### src/sv/bmcf_pkg.sv
// Shared definitions for the binary matrix canonical form block.
// Holds the column permutation table, the candidate word type and the pick rule.
// No dependencies.
`default_nettype none

package bmcf_pkg;

	localparam int ROW_COUNT_DEF = 8;
	localparam int COL_COUNT = 4;
	localparam int NIBBLE = 4;
	localparam int KEY_W = 32;
	localparam int PERM_COUNT = 24;
	localparam int GROUP_A = 4;
	localparam int WIN_A = PERM_COUNT / GROUP_A;
	localparam int GROUP_B = 3;
	localparam int WIN_B = WIN_A / GROUP_B;

	localparam logic [KEY_W-1:0] ALL_ONES = '1;

	// Destination bit of column c sits at bits [2c+1:2c].
	localparam logic [7:0] PERM_TABLE [PERM_COUNT] = '{
		8'b11_10_01_00, 8'b10_11_01_00, 8'b11_01_10_00, 8'b01_11_10_00,
		8'b10_01_11_00, 8'b01_10_11_00, 8'b11_10_00_01, 8'b10_11_00_01,
		8'b11_00_10_01, 8'b00_11_10_01, 8'b10_00_11_01, 8'b00_10_11_01,
		8'b11_01_00_10, 8'b01_11_00_10, 8'b11_00_01_10, 8'b00_11_01_10,
		8'b01_00_11_10, 8'b00_01_11_10, 8'b10_01_00_11, 8'b01_10_00_11,
		8'b10_00_01_11, 8'b00_10_01_11, 8'b01_00_10_11, 8'b00_01_10_11
	};

	typedef struct packed {
		logic [KEY_W-1:0] key;
		logic [KEY_W-1:0] map;
	} cand_t;

	// The earlier candidate wins unless the later one is strictly smaller.
	function automatic cand_t pick(cand_t early, cand_t late);
		return (late.key < early.key) ? late : early;
	endfunction

endpackage

`default_nettype wire

### src/sv/bmcf_rank.sv
// Permutes the columns of every row for all column permutations and ranks the rows.
// Uses bmcf_pkg for the permutation table.
`default_nettype none

module bmcf_rank #(
	parameter int ROW_COUNT = bmcf_pkg::ROW_COUNT_DEF,
	parameter int RW = $clog2(ROW_COUNT)
) (
	input  wire                        clk,
	input  wire                        arst_n,
	input  wire                        valid_s1,
	input  wire [4*ROW_COUNT-1:0]      key_s1,
	output logic                       valid_s2,
	output logic [3:0]                 pat_s2  [bmcf_pkg::PERM_COUNT][ROW_COUNT],
	output logic [RW-1:0]              rank_s2 [bmcf_pkg::PERM_COUNT][ROW_COUNT]
);

	logic [3:0]    pat_d  [bmcf_pkg::PERM_COUNT][ROW_COUNT];
	logic [RW-1:0] rank_d [bmcf_pkg::PERM_COUNT][ROW_COUNT];
	logic [3:0]    row_in [ROW_COUNT];
	logic          less;

	always_comb begin
		for (int i = 0; i < ROW_COUNT; i++) begin
			row_in[i] = key_s1[bmcf_pkg::NIBBLE*(ROW_COUNT-1-i) +: bmcf_pkg::NIBBLE];
		end
		for (int p = 0; p < bmcf_pkg::PERM_COUNT; p++) begin
			for (int i = 0; i < ROW_COUNT; i++) begin
				pat_d[p][i] = '0;
				for (int c = 0; c < bmcf_pkg::COL_COUNT; c++) begin
					pat_d[p][i][bmcf_pkg::PERM_TABLE[p][2*c +: 2]] = row_in[i][c];
				end
			end
		end
		less = 1'b0;
		for (int p = 0; p < bmcf_pkg::PERM_COUNT; p++) begin
			for (int i = 0; i < ROW_COUNT; i++) begin
				rank_d[p][i] = '0;
				for (int j = 0; j < ROW_COUNT; j++) begin
					less = (pat_d[p][j] < pat_d[p][i]) ||
						((pat_d[p][j] == pat_d[p][i]) && (j < i));
					rank_d[p][i] = rank_d[p][i] + RW'(less);
				end
			end
		end
	end

	always_ff @(posedge clk or negedge arst_n) begin
		if (!arst_n) begin
			valid_s2 <= 1'b0;
		end else begin
			valid_s2 <= valid_s1;
		end
	end

	always_ff @(posedge clk) begin
		pat_s2  <= pat_d;
		rank_s2 <= rank_d;
	end

endmodule

`default_nettype wire

### config.mk
export PLATFORM = sky130hd
export DESIGN_NAME = bmcf_rank
export DESIGN_NICKNAME = d
export VERILOG_FILES = /design/src/sv/bmcf_pkg.sv /design/src/sv/bmcf_rank.sv
export SDC_FILE = /design/constraint.sdc
export NUM_CORES = 2
export LEC_CHECK = 0
export BUFFER_PORTS_ARGS = -buffer_cell sky130_fd_sc_hd__buf_2
export CAP_MARGIN = 15
export CORE_AREA = 2 2 544 546
export CTS_CLUSTER_DIAMETER = 30
export DETAILED_ROUTE_END_ITERATION = 16
export DIE_AREA = 0 0 546 548
export GPL_ROUTABILITY_DRIVEN = 0
export GPL_TIMING_DRIVEN = 1
export SYNTH_ARGS = -nofsm -noshare
export SYNTH_HDL_FRONTEND = slang
export SYNTH_SLANG_ARGS = --single-unit
### constraint.sdc
create_clock -name clk -period 1.8 [get_ports clk]
set_clock_uncertainty 0.05 [all_clocks]
set_input_delay 0 -clock clk [delete_from_list [all_inputs] [get_ports clk]]
set_output_delay 0 -clock clk [all_outputs]
set_load 0.03 [all_outputs]
; Word level (Yosys, flattened, before mapping)
; Index checks and enable logic that the tools add are counted.
[word_totals]
register_bits = 1345
input_bits = 35
[classes]
magnitude_cmp = 1536
eq_ne = 672
reduce_logical = 672
n_addsub = 1344
[op_table]
columns = cell, n
row1 = $lt A4 B4 Y1, 1536
row2 = $add A3 B1 Y3, 991
row3 = $eq A4 B4 Y1, 672
row4 = $logic_or A1 B1 Y1, 672
row5 = $add A2 B1 Y3, 161
row6 = $add A1 B1 Y2, 192

; Logic depth before layout (Yosys ltp)
[depth]
depth_word = 9
ltp_mapped = 17

; Worst setup path before layout
; No wires, ideal clock.
[synth_path]
kind = input to register
startpoint = in key_s1[7]
endpoint = reg rank_s2[173] (netlist name)
path_stages = 14
setup_slack_ns = -1.804
setup_time_ns = 0.118
n_path_buf = 0
arrival_ns = 3.436
path_cell_list = inv_1 ha_1 nor2b_1 o211a_1 a211oi_1 nand2_1 fa_1 ha_1 inv_1 fa_1 inv_1 ha_1 fa_1 xor2_1
[synth_rtl]
columns = element, line
row1 = start: declaration, bmcf_rank.sv:12  ; input wire [4*ROW_COUNT-1:0] key_s1,
row2 = end signal: assignment, bmcf_rank.sv:58  ; rank_s2 <= rank_d;
row3 = end: declaration, bmcf_rank.sv:15  ; output logic [RW-1:0] rank_s2 [bmcf_pkg::PERM_COUNT][ROW_COUNT]

==> flow_summary.toml <==
[status]
status = "complete, but fails checks"
violations = "max-capacitance violations, max-slew violations, negative setup slack"

[worst_setup_path]
worstPathArrival_ns = 4.74
cp-end-kind = "flip-flop"
startpoint_type = "primary input"
cp.required_ns = 2.49
path_max_fanout = 7
crit_type = "in -> reg"

[detailed_routing]
firstDrtPassIters = 9
wl_per_cell_um = 30.84
antenna_left = 0
vias = 64780
viasPerCell = 4.712
first_iter_violations = 7570
routed_wl_mm = 424.0
drc = 0

[synth]
synth_cells = 6652
yosys-mux-area-fraction = 0
netlist_top_cells_area = "dfxtp_1 (20%), fa_1 (19%), ha_1 (18%), buf_4 (9.2%), inv_1 (7.1%)"
synth_seq_cells = 609
synth-simple-area-share = 0.07379
syn-cell-area_um2 = 60480
synth_compound_area_frac = 0.1396
synth_top_area_share = 0.2012
synth_area_leader_cell = "dfxtp_1"
avgSynthCellArea_um2 = 9.093
ys_warn_count = 0
synth_cell_types = 44
synth_nets = 8159
ys_seq_area_frac = 0.2017
yosys.area_share.xor_xnor = 0.02592
synth-adder-area-share = 0.3776
synth_top_family_by_area = "adder cells"

[floorplan]
dieWidth_um = 546
die_area_um2 = 299200
ios = 1380
num_rows = 199
die_h_um = 548
core_um2 = 293100
start_util = 0.2064

[clock_network]
ctsLongestPathBuffers = 4
cts_tree = "yes"
clockRootBuffer = "clkbuf_16"
h-tree-depth = 4
cts.clk_slew.worst_paths_ns = 0.06
cts_buffers = 201
cts_sinks = 609

[final_layout]
final_common_cell = "buf_4"
stdcell_area_um2 = 104300
fin_cells = 13750
layout_common_cells = "buf_4 (1807), buf_2 (1350), inv_1 (856)"
final_core_util = 0.3557
finalNetCount = 11130
layout-drive-gt1-share = 0.5809
syn_to_final_growth_pct = 72.36
fillCellCount = 28820

[timing]
worst_pin_slew_ns = 1.775
fin_crit_ns = 4.050
report.final.hold_viol_count = 0
max_freq_ghz = 0.2469
setup_violations = 1195
relSlewSlack = -0.1886
rsz0062_at_grt = "yes"
final_max_slew_viol_count = 3
min_period_over_period = 2.250
layout_setup_ws_ns = -2.250

[place]
post-place-ws_ns = -2.690
portBuffers = 1379
placed_cell_area_um2 = 84070
dp_hpwl_mm = 342.8
dp.cells = 12890

[power]
p_int_mw = 87.80
power_per_cell_area_nw_per_um2 = 1642
pwr-share-comb = 0.624
p_seq_frac = 0.153
total_power_mw = 171.2
power.leakage_nw = 49.82
pwr-share-clk = 0.223
ir_drop_v = 0.001227
power_switching_mw = 83.40
p_sw_frac = 0.4871

[min_path]
hold_path.class = "in -> reg"

[grt]
grt_max_degree = 25
grt_usage = 0.2669
first_global_vias = 62590
antenna_found_initial = 86
grt_pass1_wl_mm = 536.7
gr-total-overflow = 0

[run]
cap_violations = 1
[Yosys cell counts (all sizes together)]
cell / count
a2111oi: 2
and2: 70
xor2: 112
nand4: 28
nor3: 2
fa: 589
o21a: 115
nor2: 37
ha: 883
a211o: 24
dfxtp: 608
o21ai: 157
nand2: 287
nand3b: 15
and4: 12
inv: 1137
clkbuf: 85
xnor2: 67
o211ai: 184
buf: 900
and3: 1
a21boi: 13
dfrtp: 1
o211a: 6
nand3: 39
o21bai: 44
nand2b: 65
a21oi: 818
and2b: 2
a21o: 45
nor2b: 276
a211oi: 22
or3: 6
[stage by stage]
step           hold WS [ns]  setup TNS [ns]
2_1_floorplan       -0.3456         -715.72
3_3_place_gp        -0.2264        -1214.28
3_5_place_dp        -0.2307        -1219.17
4_1_cts            0.009458         -594.44
5_1_grt            0.003067         -695.40
6_report            0.04246         -621.16
[critical path: stages]
cell and delay (ns):
buf_12 0.09, clkinvlp_4 0.09, buf_12 0.15, buf_6 0.12, ha_4 0.26, nor2b_1 0.15
o211ai_1 1.34, buf_4 0.31, nand3_1 0.13, ha_1 0.39, fa_1 0.52, inv_1 0.05
fa_1 0.40, inv_1 0.08, fa_1 0.60
[routing by layer]
metal  share of wire  vias to the layer above  global-route usage
li1                -                    26580                   -
met1            0.34                    30940              0.2837
met2            0.42                     5323              0.4041
met3            0.14                     1904              0.1290
met4            0.10                       34              0.2081
met5          0.0021                        -             0.01440
[worst paths after layout]
| path | start | to | slack, ns | cells after the start |
|---|---|---|---|---|
| min in group asynchronous | arst_n | valid_s2 | 0.46 | 4 |
| worst min-delay path | key_s1[8] | pat_s2[744] | 0.04 | 3 |
| max in group asynchronous | arst_n | valid_s2 | 1.11 | 4 |
| worst max-delay path | key_s1[14] | rank_s2[10] | -2.25 | 15 |
[timing repair]
| action | 4_1_cts | 5_1_grt |
|---|---|---|
| cloned | 14 | 0 |
| resized for setup | 1253 | 849 |
| pin swaps | 548 | 621 |
| hold buffers | 53 | 1 |
| endpoints found under the setup margin | 1317 | 1364 |
| endpoints found under the hold margin | 34 | 1 |
| buffers inserted | 278 | 213 |
[sequential cells by signal, indices dropped and copies added (netlist names)]
register and count:
valid_s2 1, pat_s2 32, rank_s2 576
[area by class of cell]
class	instances	area (µm²)	share of cell area
Sequential cell	609	12200	0.1170
Antenna cell	46	115.1	0.001104
Clock inverter	106	1727	0.01656
Tap cell	3919	4903	0.04704
Clock buffer	260	5632	0.05402
Multi-Input combinational cell	3925	46420	0.4453
Timing Repair Buffer	3747	28790	0.2762
Inverter	1137	4463	0.04281
[power by group through the flow]
stage                     logic, mW  clock network (mW)  registers, mW
final                           107                38.2           26.3
after global routing            112                39.6           26.8
after CTS                       101                38.7           26.7
after detailed placement       95.4                   0           26.7
after global placement         95.4                   0           26.8
after floorplan                31.4                   0           37.1
[logic make-up after synthesis]
kind of cell	after synthesis
adders and majority gates	1472
xor gates and xnor gates	179
buffers and inverters	2122
AOI/OAI and AO/OA	1430
and+or+nand+nor	840
DFF	609
(Power assumes the default switching activity.)
