**src/sv/bmcf_pkg.sv**
```systemverilog
// Shared definitions for the binary matrix canonical form block.
// Holds the column permutation table, the candidate word type and the pick rule.
// No dependencies.
`default_nettype none

package bmcf_pkg;

	localparam int ROW_COUNT_DEF = 8;
	localparam int COL_COUNT = 4;
	localparam int NIBBLE = 4;
	localparam int KEY_W = 32;
	localparam int PERM_COUNT = 24;
	localparam int GROUP_A = 4;
	localparam int WIN_A = PERM_COUNT / GROUP_A;
	localparam int GROUP_B = 3;
	localparam int WIN_B = WIN_A / GROUP_B;

	localparam logic [KEY_W-1:0] ALL_ONES = '1;

	// Destination bit of column c sits at bits [2c+1:2c].
	localparam logic [7:0] PERM_TABLE [PERM_COUNT] = '{
		8'b11_10_01_00, 8'b10_11_01_00, 8'b11_01_10_00, 8'b01_11_10_00,
		8'b10_01_11_00, 8'b01_10_11_00, 8'b11_10_00_01, 8'b10_11_00_01,
		8'b11_00_10_01, 8'b00_11_10_01, 8'b10_00_11_01, 8'b00_10_11_01,
		8'b11_01_00_10, 8'b01_11_00_10, 8'b11_00_01_10, 8'b00_11_01_10,
		8'b01_00_11_10, 8'b00_01_11_10, 8'b10_01_00_11, 8'b01_10_00_11,
		8'b10_00_01_11, 8'b00_10_01_11, 8'b01_00_10_11, 8'b00_01_10_11
	};

	typedef struct packed {
		logic [KEY_W-1:0] key;
		logic [KEY_W-1:0] map;
	} cand_t;

	// The earlier candidate wins unless the later one is strictly smaller.
	function automatic cand_t pick(cand_t early, cand_t late);
		return (late.key < early.key) ? late : early;
	endfunction

endpackage

`default_nettype wire

```
**src/sv/bmcf_min.sv**
```systemverilog
// Registered tree that keeps the smallest candidate, earliest permutation on ties.
// Uses bmcf_pkg for the candidate type and the pick rule.
`default_nettype none

module bmcf_min (
	input  wire                      clk,
	input  wire                      arst_n,
	input  wire                      valid_s3,
	input  wire bmcf_pkg::cand_t     cand_s3 [bmcf_pkg::PERM_COUNT],
	output logic                     valid_s6,
	output bmcf_pkg::cand_t          best_s6
);

	logic            valid_s4;
	logic            valid_s5;
	bmcf_pkg::cand_t win_s4 [bmcf_pkg::WIN_A];
	bmcf_pkg::cand_t win_s5 [bmcf_pkg::WIN_B];
	bmcf_pkg::cand_t win_a  [bmcf_pkg::WIN_A];
	bmcf_pkg::cand_t win_b  [bmcf_pkg::WIN_B];
	bmcf_pkg::cand_t win_c;

	always_comb begin
		for (int g = 0; g < bmcf_pkg::WIN_A; g++) begin
			win_a[g] = bmcf_pkg::pick(
				bmcf_pkg::pick(cand_s3[4*g], cand_s3[4*g+1]),
				bmcf_pkg::pick(cand_s3[4*g+2], cand_s3[4*g+3]));
		end
		for (int h = 0; h < bmcf_pkg::WIN_B; h++) begin
			win_b[h] = bmcf_pkg::pick(
				bmcf_pkg::pick(win_s4[3*h], win_s4[3*h+1]), win_s4[3*h+2]);
		end
		win_c = bmcf_pkg::pick(win_s5[0], win_s5[1]);
		// A key that never drops below all ones leaves the map at zero.
		if (win_c.key == bmcf_pkg::ALL_ONES) begin
			win_c.map = '0;
		end
	end

	always_ff @(posedge clk or negedge arst_n) begin
		if (!arst_n) begin
			valid_s4 <= 1'b0;
			valid_s5 <= 1'b0;
			valid_s6 <= 1'b0;
		end else begin
			valid_s4 <= valid_s3;
			valid_s5 <= valid_s4;
			valid_s6 <= valid_s5;
		end
	end

	always_ff @(posedge clk) begin
		win_s4  <= win_a;
		win_s5  <= win_b;
		best_s6 <= win_c;
	end

endmodule

`default_nettype wire

```
**config.mk**
```make
export PLATFORM = sky130hd
export DESIGN_NAME = bmcf_min
export DESIGN_NICKNAME = d
export VERILOG_FILES = /design/src/sv/bmcf_pkg.sv /design/src/sv/bmcf_min.sv
export SDC_FILE = /design/constraint.sdc
export NUM_CORES = 2
export LEC_CHECK = 0
export BUFFER_PORTS_ARGS = -buffer_cell sky130_fd_sc_hd__buf_2
export CELL_PAD_IN_SITES_DETAIL_PLACEMENT = 1
export CELL_PAD_IN_SITES_GLOBAL_PLACEMENT = 2
export CORE_AREA = 2 2 623 625
export CTS_BUF_LIST = sky130_fd_sc_hd__clkbuf_2 sky130_fd_sc_hd__clkbuf_4 sky130_fd_sc_hd__clkbuf_8
export DETAILED_ROUTE_END_ITERATION = 16
export DIE_AREA = 0 0 625 627
export GPL_TIMING_DRIVEN = 0
export PLACE_DENSITY_LB_ADDON = 0.3
export SYNTH_ARGS = -nofsm -noshare
export SYNTH_HDL_FRONTEND = slang
export SYNTH_SLANG_ARGS = --single-unit
```
**constraint.sdc**
```tcl
create_clock -name clk -period 6.9 [get_ports clk]
set_input_delay 0.69 -clock clk [delete_from_list [all_inputs] [get_ports clk]]
set_output_delay 0.69 -clock clk [all_outputs]
set_load 0.02 [all_outputs]
```
# --- Word level (Yosys, flattened, before mapping) ---
# Cells that the tools add are included.
op_classes:
  n_lt_le_gt_ge: 23
  n_eq_ne: 1
  muxes: 23
ops:
  columns: ["cell", "n"]
  rows:
  - ["two-way mux 64 bit", 23]
  - ["< comparator 32 bit", 23]
  - ["== test 32 bit, second input constant", 1]
word_totals:
  reg_bits: 579
  inputBits: 1539
  out_inout_bits: 65

# --- Longest topological paths before layout ---
logic_depth:
  word_depth: 4
  depth_mapped: 25

# --- Least setup slack after synthesis ---
# OpenSTA, ideal clock, no wires.
synth_path:
  kind: "input port to flip-flop"
  start: "input cand_s3[1125] (netlist bit)"
  end: "register win_s4[298] (netlist bit)"
  setup_ps: 86
  arrival_time_ps: 4835
  required_ps: 6814
  setup_slack_ps: 1980
  cell_stages: 24
  n_path_buf: 4
  cell_sequence: "inv_1 > ha_1 > nand2_1 > nor3_1 > a21oi_1 > o21ai_0 > a21o_1 > and2_1 > buf_2 > buf_1 > mux2i_1 > inv_1 > ha_1 > a21o_1 > a21o_1 > a21o_1 > a211oi_1 > o21ai_0 > a21oi_1 > o21a_1 > clkbuf_1 > clkbuf_1 > nor2_1 > a211oi_1"
synth_lines:
  columns: ["item", "line_no", "text"]
  rows:
  - ["start: declaration", "bmcf_min.sv:9", "input wire bmcf_pkg::cand_t cand_s3 [bmcf_pkg::PERM_COUNT],"]
  - ["end signal: assignment", "bmcf_min.sv:52", "win_s4 <= win_a;"]
  - ["end: declaration", "bmcf_min.sv:16", "bmcf_pkg::cand_t win_s4 [bmcf_pkg::WIN_A];"]

==> impl_results.md <==
* First-pass DRT Iterations at 5
* Clock Power Share at 18.9%
* Max Transition Viols Final at 0
* CP Capture Type: register
* Gr usage total at 16.7%
* Fraction of the cycle the final worst path needs at approximately 100%
* DR iter-0 viols at 1718
* Status: completed
* Area growth syn-to-layout at 41.2%
* Share of post-route cells with drive strength above 1 at a little under a third
* Asr flop ratio synth at less than 1%
* Post-route cell area at roughly 0.065 mm²
* Seq/Total Area, Yosys at between 20% and 30%
* Syn Area/Cell at between 8 and 9 µm²
* Synth Area in Adders at between 15 and 20%
* Cell Pwr Density at 345 mW/mm²
* Post-synthesis xor/xnor area fraction at 0%
* GR Util met1 at between 20% and 30%
* FF+latch count, synth at 579
* Rows at approximately 230
* Hold path cells at 3
* Final WL at roughly 340000 µm
* Reg2reg path depth at 23
* DR vias at roughly 46000
* Sequential share of power at between 20% and 30%
* Leak pwr at 33.8 nW
* Routing usage on met2 at 29.3%
* DRC viols at 0
* Gr ovfl total at 0
* TritonCTS clock tree: yes
* Hold EP: win_s4[147]
* Post-CTS Setup Inserts at 0
* Largest net degree at the start of global routing at 20
* Antenna violations before repair at 175
* Worst EP required at around 7700 ps
* Slew headroom at 4.45%
* Synth top area share at between 20% and 30%
* H-tree depth at 3
* RSZ-0062 raised after global routing: true
* Critical Path AT at around 7500 ps
* Clock Latency Late Sink at 980 ps
* GRT met3 Usage at between 2 and 3%
* Worst R2R End: win_s5[84]
* Die area at 0.392 mm²
* Compound-Gate Fraction of Synth Area at approximately 13%
* R2R setup slack at around 320 ps
* First-pass GRT wire length at between 400000 and 500000 µm
* Hold Crit Class: in2reg
* Simple-Gate Fraction of Synth Area at between 8 and 9%
* Total power at around 23 mW
* Final Hold Vio Count at 0
* Reg2reg start: win_s4[297]
* Top_reg_cell synth: dfxtp_1
* Unique masters post-synth at a little over 70
* Final min period at between 6000 and 7000 ps
* Die width at approximately 630 µm
* Yosys warning total at 0
* Cell-internal power at around 12 mW
* Syn Nets at 7410
* Post-DR vias/cell at around 3.8
* CP Class: in2reg
* Hold wc startpoint: cand_s3[723]
* Final Net Count at between 9000 and 10000
* Largest family of logic cells by synthesized area: multiplexers
* Post-synth EDFFs at 0
* Final setup violation count at 0
* Setup Skew at roughly 120 ps
* Maxcap violations at 0
* Synth Instances at 5158
* Post-route antenna net violation count at 0
* Post-placement cell area at approximately 0.061 mm²
* GPL Wtd Cong at just under 0.9
* Switching Fraction at 47.4%
* GR peak layer: met2
* Worst VDD drop at around 0.19 mV
* IO Pins at 1604
* Worst-path clk slew at about 60 ps
* Vias in the first global route at approximately 50000
* CTS buffer count at around 120
* Max Fclk at approximately 0.15 GHz
* Detailed Place HPWL at around 310000 µm
* Mean routed wirelength per cell at roughly 28 µm
* Core ar. at a little under 0.4 mm²
* Synth area leader: dfxtp_1
* Maximum root-to-sink buffer count at 4
* Chip height at roughly 630 µm
* Psw at ~11 mW
* Combinational Power Share at 54.5%
* Initial Utilization at roughly 12%
* CTS sink cnt at between 500 and 600
* Worst-path maximum fanout at 13
* Mapped cell area at 0.0463 mm²
* PortBufs at approximately 1600
* Util after Layout at between 15 and 20%
* Root buf cell: clkbuf_8
* Worst Setup Start Kind: input port
* Area contributors post-synth: dfxtp_1, mux2i_1, ha_1
* Setup TNS at 0 ps
* Mux contribution to synthesized area at 26.8%
* Slew at the pin closest to its max-slew limit at about 1400 ps
-- worst max-delay path, stage by stage --
cell and delay (ps):
buf_2 100, inv_1 80, ha_1 250, a21o_1 170
a21o_1 180, a21oi_1 570, o21ai_0 300, a21oi_1 380
clkbuf_4 480, clkbuf_4 440, a21oi_1 220, ha_1 350
nand4_1 110, nor2_1 150, a2111oi_2 630, o21ai_0 380
a21oi_1 220, o22ai_1 150, a31oi_1 250, o21ai_0 130
buf_4 300, buf_2 320, mux2i_1 510
-- synthesized netlist by cell type, drive strengths merged, types with 6 or more instances --
cell type	count
a211oi	99
o21a	16
inv	731
and3	6
buf	114
and4	22
a21o	193
a2111oi	10
nor4	20
o21ai	117
nand4	125
a21oi	395
mux2	160
nand2	100
nor2	348
nand3	29
mux2i	1050
clkbuf	87
ha	713
a21boi	6
o211ai	17
a221oi	12
nor2b	18
nand2b	22
nor3	81
a31oi	8
dfxtp	576
-- cell usage in the layout, fill, tap and decap left out, drive strengths merged, types with 100 or more instances in the layout --
master       synthesis  layout
clkbuf              87     270
dlygate4sd3          0     134
buf                114    1714
a21oi              395     395
dfxtp              576     576
mux2i             1050    1050
a21o               193     193
mux2               160     160
nand2              100     100
nor2               348     348
o21ai              117     117
nand4              125     125
ha                 713     713
inv                731     735
-- area by class of cell --
| cell class | instances | area, µm² |
|---|---|---|
| fill | 45800 | 319000 |
| multi-input combinational | 3647 | 31200 |
| sequential | 579 | 11600 |
| timing repair buffer | 1742 | 9470 |
| tap | 5060 | 6330 |
| inverter | 731 | 2740 |
| clock buffer | 178 | 2250 |
| buffer | 199 | 1080 |
| clock inverter | 42 | 500 |
| antenna | 72 | 180 |
-- worst max path at each step --
stage	slack, ps	startpoint	endpoint	cells after the start
after floorplan	1980	cand_s3[1125]	win_s4[298]	24
after global placement	-4360	cand_s3[613]	win_s4[152]	26
after detailed placement	-3120	cand_s3[761]	win_s4[152]	22
after CTS	10	win_s4[297]	win_s5[84]	21
after global routing	-6	cand_s3[621]	win_s4[189]	26
final	170	cand_s3[765]	win_s4[134]	23
-- state kept, by name, summed over array words and instances, names as in the netlist --
register  cells
win_s4      384
win_s5      128
best_s6      64
valid_s4      1
valid_s5      1
valid_s6      1
-- metal layers --
layer	routed length (µm)	up-vias
li1	-	22100
met1	150000	22400
met2	166000	1304
met3	15700	397
met4	9170	80
met5	490	-
-- power by group through the flow --
stage	Sequential (mW)	Combinational, mW	Clock [mW]
after floorplan	5.41	6.77	0
after global placement	6.08	12.3	0
after detailed placement	6.08	12.4	0
after CTS	6.05	12.7	4.50
after global routing	6.14	13.5	4.64
final	6.00	12.3	4.26
-- metrics by stage --
stage	instances	setup WS [ps]	hold WS [ps]
after floorplan	5158	1980	331
after global placement	11800	-4360	334
after detailed placement	11800	-3120	339
after CTS	12200	10.1	0.472
after global routing	12200	-6.15	23.6
final	12300	167	125
-- timing repair --
item / CTS / global route
gates resized for setup: 60 / 29
setup endpoints to repair: 216 / 129
hold endpoints to repair: 64 / 0
cloned: 0 / 0
hold buffers: 134 / 0
-- logic make-up after synthesis --
logic type               Yosys count
AO/OA/AOI/OAI                    928
buffers and inverters            932
adder cells (fa/ha/maj)          713
multiplexers                    1210
flip-flops                       579
AND/OR/NAND/NOR                  796
Power figures use the tool's default switching activity.
